$ cat config.mk
export PLATFORM = sky130hd
export DESIGN_NAME = reno_window_ack_update_core
export DESIGN_NICKNAME = d
export VERILOG_FILES = /design/src/rtl/rwa_pkg.sv /design/src/rtl/rwa_divider.sv /design/src/rtl/reno_window_ack_update_core.sv
export SDC_FILE = /design/constraint.sdc
export NUM_CORES = 1
export LEC_CHECK = 0
export ABC_CLOCK_PERIOD_IN_PS = 7500
export BUFFER_PORTS_ARGS = -buffer_cell sky130_fd_sc_hd__buf_2
export CAP_MARGIN = 0
export CORE_MARGIN = 2
export CORE_UTILIZATION = 35
export DETAILED_ROUTE_END_ITERATION = 10
export PLACE_DENSITY_LB_ADDON = 0.15
export SLEW_MARGIN = 5
export SYNTH_ARGS = -nofsm -noshare
export SYNTH_HDL_FRONTEND = slang
export SYNTH_SLANG_ARGS = --single-unit
$ cat constraint.sdc
create_clock -name clk -period 7.5 [get_ports clk]
set_clock_uncertainty 0.05 [all_clocks]
set_input_delay 1.5 -clock clk [delete_from_list [all_inputs] [get_ports clk]]
set_output_delay 1.5 -clock clk [all_outputs]
set_load 0.01 [all_outputs]
$ cat src/rtl/rwa_pkg.sv
`timescale 1ns / 1ps
// shared types and constants for the reno window ack update block
// no dependencies; used by every module of the block

package rwa_pkg;

  localparam int unsigned ACK_W = 27;
  localparam int unsigned CNT_W = 16;

  localparam logic [CNT_W-1:0] CNT_MAX     = 16'hFFFF;
  localparam logic [CNT_W-1:0] WINDOW_INIT = 16'd2;
  localparam logic [CNT_W-1:0] THRESH_INIT = 16'hFFFF;

  typedef struct packed {
    logic [ACK_W-1:0] ack_sequence;
    logic [CNT_W-1:0] peak_in_flight;
    logic             window_limited;
  } ack_item_t;

  typedef struct packed {
    logic [CNT_W-1:0] window_size;
    logic [CNT_W-1:0] increase_credit;
  } window_item_t;

  typedef enum logic [3:0] {
    S_IDLE,
    S_EVAL,
    S_SLOW,
    S_BUMP,
    S_ADD,
    S_CMP,
    S_DIV,
    S_APPLY,
    S_DONE
  } state_t;

endpackage

$ cat src/rtl/rwa_divider.sv
`timescale 1ns / 1ps
// restoring serial divider, one quotient bit per cycle
// depends on rwa_pkg for the counter width

module rwa_divider (
  input  logic                     clk,
  input  logic                     rst,
  input  logic                     start,
  input  logic [rwa_pkg::CNT_W-1:0] dividend,
  input  logic [rwa_pkg::CNT_W-1:0] divisor,
  output logic                     busy,
  output logic [rwa_pkg::CNT_W-1:0] quotient,
  output logic [rwa_pkg::CNT_W-1:0] remainder
);

  localparam int unsigned W  = rwa_pkg::CNT_W;
  localparam int unsigned CW = $clog2(W + 1);

  logic [W-1:0]  rem;
  logic [W-1:0]  quo;
  logic [CW-1:0] cnt;
  logic          run;
  logic [W:0]    rem_shift;
  logic [W:0]    rem_sub;
  logic          fits;

  assign rem_shift = {rem, quo[W-1]};
  assign fits      = rem_shift >= {1'b0, divisor};
  assign rem_sub   = rem_shift - {1'b0, divisor};

  always_ff @(posedge clk) begin
    if (rst) begin
      run <= 1'b0;
      cnt <= '0;
    end else if (start) begin
      run <= 1'b1;
      cnt <= CW'(W);
    end else if (run) begin
      cnt <= cnt - CW'(1);
      if (cnt == CW'(1)) begin
        run <= 1'b0;
      end
    end
  end

  always_ff @(posedge clk) begin
    if (start) begin
      rem <= '0;
      quo <= dividend;
    end else if (run) begin
      rem <= fits ? rem_sub[W-1:0] : rem_shift[W-1:0];
      quo <= {quo[W-2:0], fits};
    end
  end

  assign busy      = run;
  assign quotient  = quo;
  assign remainder = rem;

endmodule

$ cat src/rtl/reno_window_ack_update_core.sv
`timescale 1ns / 1ps
// Congestion window update per acknowledgement: a small sequencer walks each ack
// through slow start and additive increase, sharing one serial divider for the
// credit over window step. An ack passes, in order, idle, eval, then as needed slow
// start, bump, add, compare, divide and apply (divide only when the credit reaches
// the window), and done. One ack is in work at a time; a finished result waits in
// the output register and the next ack is taken while it waits, while a second
// finished result holds the sequencer until the output register frees.
// depends on rwa_pkg and rwa_divider

module reno_window_ack_update_core #(
  parameter int unsigned SEQ_BITS = 27
) (
  input  logic                 clk,
  input  logic                 rst,
  input  logic                 cfg_write_en,
  input  logic [15:0]          cfg_write_data,
  input  logic                 in_valid,
  output logic                 in_stall,
  input  rwa_pkg::ack_item_t   in_data,
  output logic                 out_valid,
  input  logic                 out_stall,
  output rwa_pkg::window_item_t out_data
);

  localparam int unsigned W  = rwa_pkg::CNT_W;
  localparam int unsigned NW = SEQ_BITS + 1;
  localparam int unsigned SW = ((NW > W) ? NW : W) + 1;

  rwa_pkg::state_t state;
  rwa_pkg::state_t state_next;

  logic [W-1:0]        thresh;
  logic [SEQ_BITS-1:0] prev_ack;
  logic [W-1:0]        window_cnt;
  logic [W-1:0]        credit_cnt;
  logic [SW-1:0]       n_cnt;
  logic [W-1:0]        peak;
  logic                wlim;
  logic [W-1:0]        divisor;

  logic [32:0]         ack_wide;
  logic [SEQ_BITS-1:0] ack_seq;
  logic [SEQ_BITS-1:0] ack_diff;
  logic [SW-1:0]       n_first;
  logic                in_slow;
  logic                limited;
  logic [SW-1:0]       ss_sum;
  logic [W-1:0]        ss_new;
  logic [SW-1:0]       ss_left;
  logic [W-1:0]        w_guard;
  logic [SW:0]         credit_sum;
  logic [W-1:0]        credit_sat;
  logic [W:0]          win_inc;
  logic [W-1:0]        win_inc_sat;
  logic [W:0]          win_add;
  logic [W-1:0]        win_add_sat;
  logic                credit_ge;
  logic                div_start;
  logic                div_busy;
  logic [W-1:0]        div_quo;
  logic [W-1:0]        div_rem;
  logic                out_load;

  // low SEQ_BITS of the ack, zero-extended when the field is narrower
  assign ack_wide = 33'(in_data.ack_sequence);
  assign ack_seq  = ack_wide[SEQ_BITS-1:0];
  assign ack_diff = ack_seq - prev_ack;
  assign n_first  = SW'(ack_diff) + SW'(1);

  assign in_slow = window_cnt < thresh;
  assign limited = in_slow ? ({1'b0, window_cnt} < {peak, 1'b0}) : wlim;
  assign ss_sum  = SW'(window_cnt) + n_cnt;

  // slow start: n_cnt holds window plus acked packets here
  assign ss_new  = (n_cnt > SW'(thresh)) ? thresh : n_cnt[W-1:0];
  assign ss_left = n_cnt - SW'(ss_new);

  assign w_guard = (window_cnt == '0) ? W'(1) : window_cnt;

  assign credit_sum = (SW+1)'(credit_cnt) + (SW+1)'(n_cnt);
  assign credit_sat = (credit_sum > (SW+1)'(rwa_pkg::CNT_MAX)) ? rwa_pkg::CNT_MAX
                                                               : credit_sum[W-1:0];

  assign win_inc     = (W+1)'(window_cnt) + (W+1)'(1);
  assign win_inc_sat = win_inc[W] ? rwa_pkg::CNT_MAX : win_inc[W-1:0];
  assign win_add     = (W+1)'(window_cnt) + (W+1)'(div_quo);
  assign win_add_sat = win_add[W] ? rwa_pkg::CNT_MAX : win_add[W-1:0];

  assign credit_ge = credit_cnt >= divisor;

  rwa_divider u_divider (
    .clk       (clk),
    .rst       (rst),
    .start     (div_start),
    .dividend  (credit_cnt),
    .divisor   (divisor),
    .busy      (div_busy),
    .quotient  (div_quo),
    .remainder (div_rem)
  );

  always_ff @(posedge clk) begin
    if (rst) begin
      state <= rwa_pkg::S_IDLE;
    end else begin
      state <= state_next;
    end
  end

  always_comb begin
    state_next = state;
    case (state)
      rwa_pkg::S_IDLE: begin
        if (in_valid) begin
          state_next = rwa_pkg::S_EVAL;
        end
      end
      rwa_pkg::S_EVAL: begin
        if (!limited) begin
          state_next = rwa_pkg::S_DONE;
        end else if (in_slow) begin
          state_next = rwa_pkg::S_SLOW;
        end else begin
          state_next = rwa_pkg::S_BUMP;
        end
      end
      rwa_pkg::S_SLOW: begin
        state_next = (ss_left == '0) ? rwa_pkg::S_DONE : rwa_pkg::S_BUMP;
      end
      rwa_pkg::S_BUMP: state_next = rwa_pkg::S_ADD;
      rwa_pkg::S_ADD:  state_next = rwa_pkg::S_CMP;
      rwa_pkg::S_CMP: begin
        state_next = credit_ge ? rwa_pkg::S_DIV : rwa_pkg::S_DONE;
      end
      rwa_pkg::S_DIV: begin
        if (!div_busy) begin
          state_next = rwa_pkg::S_APPLY;
        end
      end
      rwa_pkg::S_APPLY: state_next = rwa_pkg::S_DONE;
      rwa_pkg::S_DONE: begin
        if (!out_valid || !out_stall) begin
          state_next = rwa_pkg::S_IDLE;
        end
      end
      default: state_next = rwa_pkg::S_IDLE;
    endcase
  end

  always_comb begin
    in_stall  = 1'b1;
    div_start = 1'b0;
    out_load  = 1'b0;
    case (state)
      rwa_pkg::S_IDLE: in_stall  = 1'b0;
      rwa_pkg::S_CMP:  div_start = credit_ge;
      rwa_pkg::S_DONE: out_load  = !out_valid || !out_stall;
      default: begin
        in_stall = 1'b1;
      end
    endcase
  end

  always_ff @(posedge clk) begin
    if (rst) begin
      thresh     <= rwa_pkg::THRESH_INIT;
      prev_ack   <= '0;
      window_cnt <= rwa_pkg::WINDOW_INIT;
      credit_cnt <= '0;
    end else begin
      if (cfg_write_en) begin
        thresh <= cfg_write_data;
      end
      case (state)
        rwa_pkg::S_IDLE: begin
          if (in_valid) begin
            prev_ack <= ack_seq;
          end
        end
        rwa_pkg::S_SLOW: window_cnt <= ss_new;
        rwa_pkg::S_BUMP: begin
          // a full window of credit left over from before counts first
          if (credit_cnt >= w_guard) begin
            credit_cnt <= '0;
            window_cnt <= win_inc_sat;
          end
        end
        rwa_pkg::S_ADD: credit_cnt <= credit_sat;
        rwa_pkg::S_APPLY: begin
          credit_cnt <= div_rem;
          window_cnt <= win_add_sat;
        end
        default: begin
          window_cnt <= window_cnt;
        end
      endcase
    end
  end

  // per-ack working registers
  always_ff @(posedge clk) begin
    case (state)
      rwa_pkg::S_IDLE: begin
        n_cnt <= n_first;
        peak  <= in_data.peak_in_flight;
        wlim  <= in_data.window_limited;
      end
      rwa_pkg::S_EVAL: begin
        if (limited && in_slow) begin
          n_cnt <= ss_sum;
        end
      end
      rwa_pkg::S_SLOW: n_cnt <= ss_left;
      rwa_pkg::S_BUMP: divisor <= w_guard;
      default: begin
        n_cnt <= n_cnt;
      end
    endcase
  end

  always_ff @(posedge clk) begin
    if (rst) begin
      out_valid <= 1'b0;
    end else if (out_load) begin
      out_valid <= 1'b1;
    end else if (!out_stall) begin
      out_valid <= 1'b0;
    end
  end

  always_ff @(posedge clk) begin
    if (out_load) begin
      out_data.window_size     <= window_cnt;
      out_data.increase_credit <= credit_cnt;
    end
  end

endmodule

# ---- Word-level counts from Yosys, hierarchy flattened
# Index checks and enable logic that the tools add are counted.
dict set report classes {
  n_eq_ne 15
  add_sub_neg 9
  reduce_logical 17
  n_lt_le_gt_ge 7
  muxes 33
}
# op count
set ops {}
lappend ops {{two-way mux 16 bit} 10}
lappend ops {{one-hot mux 16 bit (3 select lines)} 2}
lappend ops {{one-hot mux 29 bit (3 select lines)} 1}
lappend ops {{one-hot mux 4 bit (9 select lines)} 1}
lappend ops {{greater-or-equal comparator 16 bit} 2}
lappend ops {{adder 16 x 29 -> 30 bit} 1}
lappend ops {{greater-than comparator 30 x 16 -> 1 bit (second input constant)} 1}
lappend ops {{adder 16 x 29 -> 29 bit} 1}
lappend ops {{greater-than comparator 29 x 16 -> 1 bit} 1}
lappend ops {{zero test 29 bit} 1}
lappend ops {{two-way mux 29 bit} 1}
lappend ops {{subtractor 29 x 16 -> 29 bit} 1}
lappend ops {{adder 27 x 1 -> 28 bit (second input constant)} 1}
lappend ops {{subtractor 27 bit} 1}
lappend ops {{two-way mux 4 bit} 6}
lappend ops {{adder 16 x 1 -> 17 bit (second input constant)} 1}
lappend ops {{adder 16 x 16 -> 17 bit} 1}
lappend ops {{greater-or-equal comparator 17 x 16 -> 1 bit} 1}
lappend ops {{less-than comparator 16 x 17 -> 1 bit} 1}
lappend ops {{== test 4 x 3 -> 1 bit (second input constant)} 4}
lappend ops {{zero test 16 bit} 1}
lappend ops {{less-than comparator 16 bit} 1}
lappend ops {{subtractor 16 bit} 1}
lappend ops {{two-way mux 1 bit} 10}
lappend ops {{other kinds (17)} 29}
dict set report word_totals {
  wordCells 98
  in_bits 65
  reg_bits 212
}

# ---- Depth between registers and ports, before layout
dict set report depth {
  depth_word 6
  ltp_mapped 24
}

# ---- Cells and area by module
# A second synthesis with hierarchy kept.
dict set report hier_totals {
  cells_unflattened 2200
  area_unflattened_um2 18336.3
}
# module area_per_inst_um2 n_inst cells_per_inst seq_area_each_um2
set modules_own_cells {}
lappend modules_own_cells {reno_window_ack_update_core 15643.8 1 1896 4424.2}
lappend modules_own_cells {rwa_divider 2692.6 1 304 920.9}

# ---- Least setup slack after synthesis
# OpenSTA, ideal clock, no wires.
dict set report synth_path {
  kind {register to register}
  start {register thresh[10]}
  end {register state[3]}
  path_slack_ns 1.728
  path_stages_with_launch 25
  t_arrival_ns 5.663
  n_path_buf 4
  period_less_slack_ns 5.772
  cell_sequence {dfxtp_1 clkinv_1 ha_1 nand4_1 nor4_1 and3_1 buf_6 nor2_1 nor2_1 clkbuf_1 clkbuf_1 mux2i_1 ha_1 clkbuf_1 a21o_1 a21o_1 a21oi_1 nor2_1 or3_1 nor2_1 a21oi_1 nor3_1 or4b_2 nor3_1 a22o_1}
}
dict set report synth_via {
  elab_chain_len 6
  elab_cells_between_ends 9
  classes_between {1 x add/sub; 2 x order compare; 5 x mux; 1 x reduce/logical}
}
# element line
set synth_rtl {}
lappend synth_rtl {{from (decl)} reno_window_ack_update_core.sv:33} ;# logic [W-1:0] thresh;
lappend synth_rtl {{from (signal assigned)} reno_window_ack_update_core.sv:167} ;# thresh <= rwa_pkg::THRESH_INIT;
lappend synth_rtl {{from (signal assigned)} reno_window_ack_update_core.sv:173} ;# thresh <= cfg_write_data;
lappend synth_rtl {{greater-than comparator 29 x 16 -> 1 bit} reno_window_ack_update_core.sv:76} ;# assign ss_new = (n_cnt > SW'(thresh)) ? thresh : n_cnt[W-1:0];
lappend synth_rtl {{two-way mux 16 bit} reno_window_ack_update_core.sv:76}
lappend synth_rtl {{subtractor 29 x 16 -> 29 bit} reno_window_ack_update_core.sv:77} ;# assign ss_left = n_cnt - SW'(ss_new);
lappend synth_rtl {{zero test 29 bit} reno_window_ack_update_core.sv:129} ;# state_next = (ss_left == '0) ? rwa_pkg::S_DONE : rwa_pkg::S_BUMP;
lappend synth_rtl {{two-way mux 4 bit} reno_window_ack_update_core.sv:129}
lappend synth_rtl {{one-hot mux 4 bit (9 select lines) (*)} reno_window_ack_update_core.sv:113} ;# case (state)
lappend synth_rtl {{to (signal assigned)} reno_window_ack_update_core.sv:105} ;# state <= rwa_pkg::S_IDLE;
lappend synth_rtl {{to (signal assigned)} reno_window_ack_update_core.sv:107} ;# state <= state_next;
lappend synth_rtl {{to (decl)} reno_window_ack_update_core.sv:30} ;# rwa_pkg::state_t state;
# Mark *: on every way between the ends. The rest lies on a longest branch, timed or not.
# A chain may end at the register's enable or synchronous reset.

# ---- Worst setup path in the final report
# Same ends and word-level chain as after synthesis.

==> flow_summary.ini <==
[status]
status = finished clean

[timing]
max_slew_margin = 0.233
hold_violations = 0
fmax_mhz = 142
worstMarginPinSlew_ns = 1.15
setup_viol = 0
setup_tns_ns = 0
fin_hold_ws_ns = 0.403
drv_slew = 0
worst_slack_ns = 0.449
layout_worst_path_cycle_share = 0.940
rsz0062_at_grt = no
period_needed_ns = 7.05

[logic_synthesis]
netlist_area_um2 = 17600
synth_seq_cells = 212
ys_top_cells_by_area = edfxtp_1 (19%), ha_1 (13%), dfxtp_1 (12%)
ys.flop_type = edfxtp_1
ys_seq_area_frac = 0.305
ys_types = 92
synthCells = 2098
synthArstFlopShare = 0
synth_area_per_cell_um2 = 8.37
synth_top_cell_area_share = 0.188
synth_top_cell_by_area = edfxtp_1
synth_fp_nets = 2351
yosys_warnings = 0
synth-edff-count = 110

[placement]
placed_area_um2 = 18800
dp_cells = 2810
place_congestion = 0.957
dp_slack_ns = 0.636
portBuffers = 98
dp_hpwl_um = 49100

[worst_setup_path]
path_class = reg -> reg
critPathArrivalTime_ns = 7.51
endpoint_kind = register
cp-start-kind = register
worstPathRequired_ns = 7.96
cp_max_fo = 13

[global_route]
grt_pass1_vias = 15700
grt_pass1_wl_um = 97400
overflow = 0
antenna_found_initial = 1
gr-usage-all-layers = 0.242
grt_max_degree = 55

[detailed_routing]
dr_total_vias = 16100
ant_nets = 0
drc = 0
vias_per_cell = 5.62
drtIter0Drc = 1068
drt_wl_total_um = 64000
wire_per_inst_um = 22.4
drt_pre_antenna_iters = 6

[final_layout]
area_growth_pct = 13.0
post-route-util = 0.398
design_area_um2 = 19800
nNetsFinal = 2421
drive_above_1_share = 0.111
fin_cells = 2862
diodes = 0

[pwr]
p_per_area_nw_per_um2 = 393
p_total_mw = 7.79
ir_worst_vdd_mv = 0.161
power.static_leakage_nw = 8.30

[floorplanning]
core_um2 = 49900
num_rows = 82
ioPinCount = 99
start_util = 0.352
die-area_um2 = 52000
die_w_um = 228
die_h_um = 228

[cts]
ctsResizeCount = 0
cts_buffers = 28
htreeDepth = 1
cts_hold_buf = 0
insertion_delay_ns = 0.59
cts_buffer_depth = 3
cts_setup_buffers = 0
clock-root-buffer = clkbuf_16
cts_sinks = 212
clk_pin_slew_ns = 0.07
tritoncts = yes

[run]
maxCapViolCount = 0

[hold_path]
hp-class = reg -> reg
[Yosys cell counts (all sizes together), types with 7 or more instances]
library cell / count
nand2: 230
ha: 183
nor2: 156
a21oi: 147
inv: 146
o21ai: 123
edfxtp: 110
dfxtp: 102
xnor2: 85
clkbuf: 84
a21o: 56
nor3: 51
nand3: 50
xor2: 45
a211oi: 43
o211ai: 31
a22oi: 29
o31ai: 29
a31oi: 24
nand2b: 24
nand4: 23
and3: 21
nor2b: 21
o21a: 20
and2: 17
mux2i: 16
o221ai: 16
mux2: 15
nor4: 14
buf: 13
or3: 12
a21boi: 11
a221oi: 11
o21bai: 10
o311ai: 9
a31o: 8
or2: 8
a211o: 7
[placed cells by master, fill, tap and decap left out, types with 11 or more instances in the layout]
| cell type | synthesis | final |
|---|---|---|
| nand2_1 | 229 | 229 |
| ha_1 | 183 | 183 |
| nor2_1 | 156 | 154 |
| inv_1 | 146 | 146 |
| a21oi_1 | 146 | 145 |
| o21ai_0 | 119 | 119 |
| edfxtp_1 | 110 | 110 |
| dfxtp_1 | 102 | 102 |
| buf_2 | 5 | 98 |
| xnor2_1 | 85 | 85 |
| a21o_1 | 56 | 56 |
| nand3_1 | 50 | 50 |
| nor3_1 | 51 | 49 |
| xor2_1 | 45 | 45 |
| a211oi_1 | 42 | 41 |
| buf_4 | 2 | 39 |
| o211ai_1 | 31 | 31 |
| o31ai_1 | 29 | 29 |
| a22oi_1 | 28 | 28 |
| clkbuf_16 | 0 | 28 |
| nand2b_1 | 24 | 24 |
| a31oi_1 | 24 | 24 |
| nand4_1 | 23 | 23 |
| and3_1 | 21 | 21 |
| nor2b_1 | 21 | 21 |
| o21a_1 | 20 | 20 |
| and2_1 | 16 | 16 |
| mux2i_1 | 16 | 16 |
| o221ai_1 | 16 | 16 |
| mux2_2 | 15 | 15 |
| or3_1 | 12 | 12 |
| a221oi_1 | 11 | 11 |
[final timing paths]
kind	start	end	slack, ns	cells past startpoint
max	thresh[10]$_SDFFE_PP1P_	state[3]$_SDFFE_PP0P_	0.45	21
min	prev_ack[3]$_SDFFE_PP0P_	prev_ack[3]$_SDFFE_PP0P_	0.40	2
max reg2reg	thresh[10]$_SDFFE_PP1P_	state[3]$_SDFFE_PP0P_	0.45	21
min reg2reg	prev_ack[3]$_SDFFE_PP0P_	prev_ack[3]$_SDFFE_PP0P_	0.40	2
[where the power goes]
part           switching, mW  internal (mW)
sequential             0.368           1.60
combinational           2.78           1.55
clock                  0.609          0.884
total                   3.76           4.04
[flip-flops by register name, summed over array words and instances (netlist names), 16 cells and up]
name	count
u_divider.remainder	16
thresh	16
window_cnt	16
credit_cnt	16
prev_ack	27
divisor	16
n_cnt	29
peak	16
u_divider.quotient	16
out_data	32
[metal layers]
metal	vias to the layer above	global-route usage	routed length (µm)
li1	7869	-	-
met1	7725	0.304	27600
met2	392	0.424	31200
met3	109	0.0245	2490
met4	0	0.0952	2700
met5	-	0	0
[cells by family after synthesis]
| family | share of synthesized area |
|---|---|
| adder cells (fa/ha/maj) | 0.137 |
| XOR/XNOR | 0.0649 |
| multiplexers | 0.0187 |
| flip-flops | 0.305 |
| AO/OA/AOI/OAI | 0.247 |
| AND/OR/NAND/NOR | 0.173 |
| buffers and inverters | 0.0544 |
[critical path: stages (launching register included)]
cell      delay [ns]
dfxtp_1         0.36
clkinv_1        0.26
ha_1            0.40
nand4_1         0.18
nor4_1          0.55
and3_1          0.50
nor2_1          0.18
nor2_2          0.54
buf_4           0.35
mux2i_1         0.35
ha_1            0.39
a21o_1          0.24
a21o_1          0.22
a21oi_1         0.25
nor2_1          0.13
or3_1           0.39
nor2_1          0.10
a21oi_1         0.09
nor3_1          0.38
or4b_2          0.71
nor3_1          0.19
a22o_1          0.16
[layout make-up]
| type | instances | area (µm²) |
|---|---|---|
| Clock buffer | 32 | 736 |
| Clock inverter | 20 | 268 |
| Fill cell | 5136 | 30000 |
| Inverter | 147 | 552 |
| Multi-Input combinational cell | 1642 | 11300 |
| Sequential cell | 212 | 5350 |
| Tap cell | 672 | 841 |
| Timing Repair Buffer | 137 | 783 |
Power figures use the tool's default switching activity.
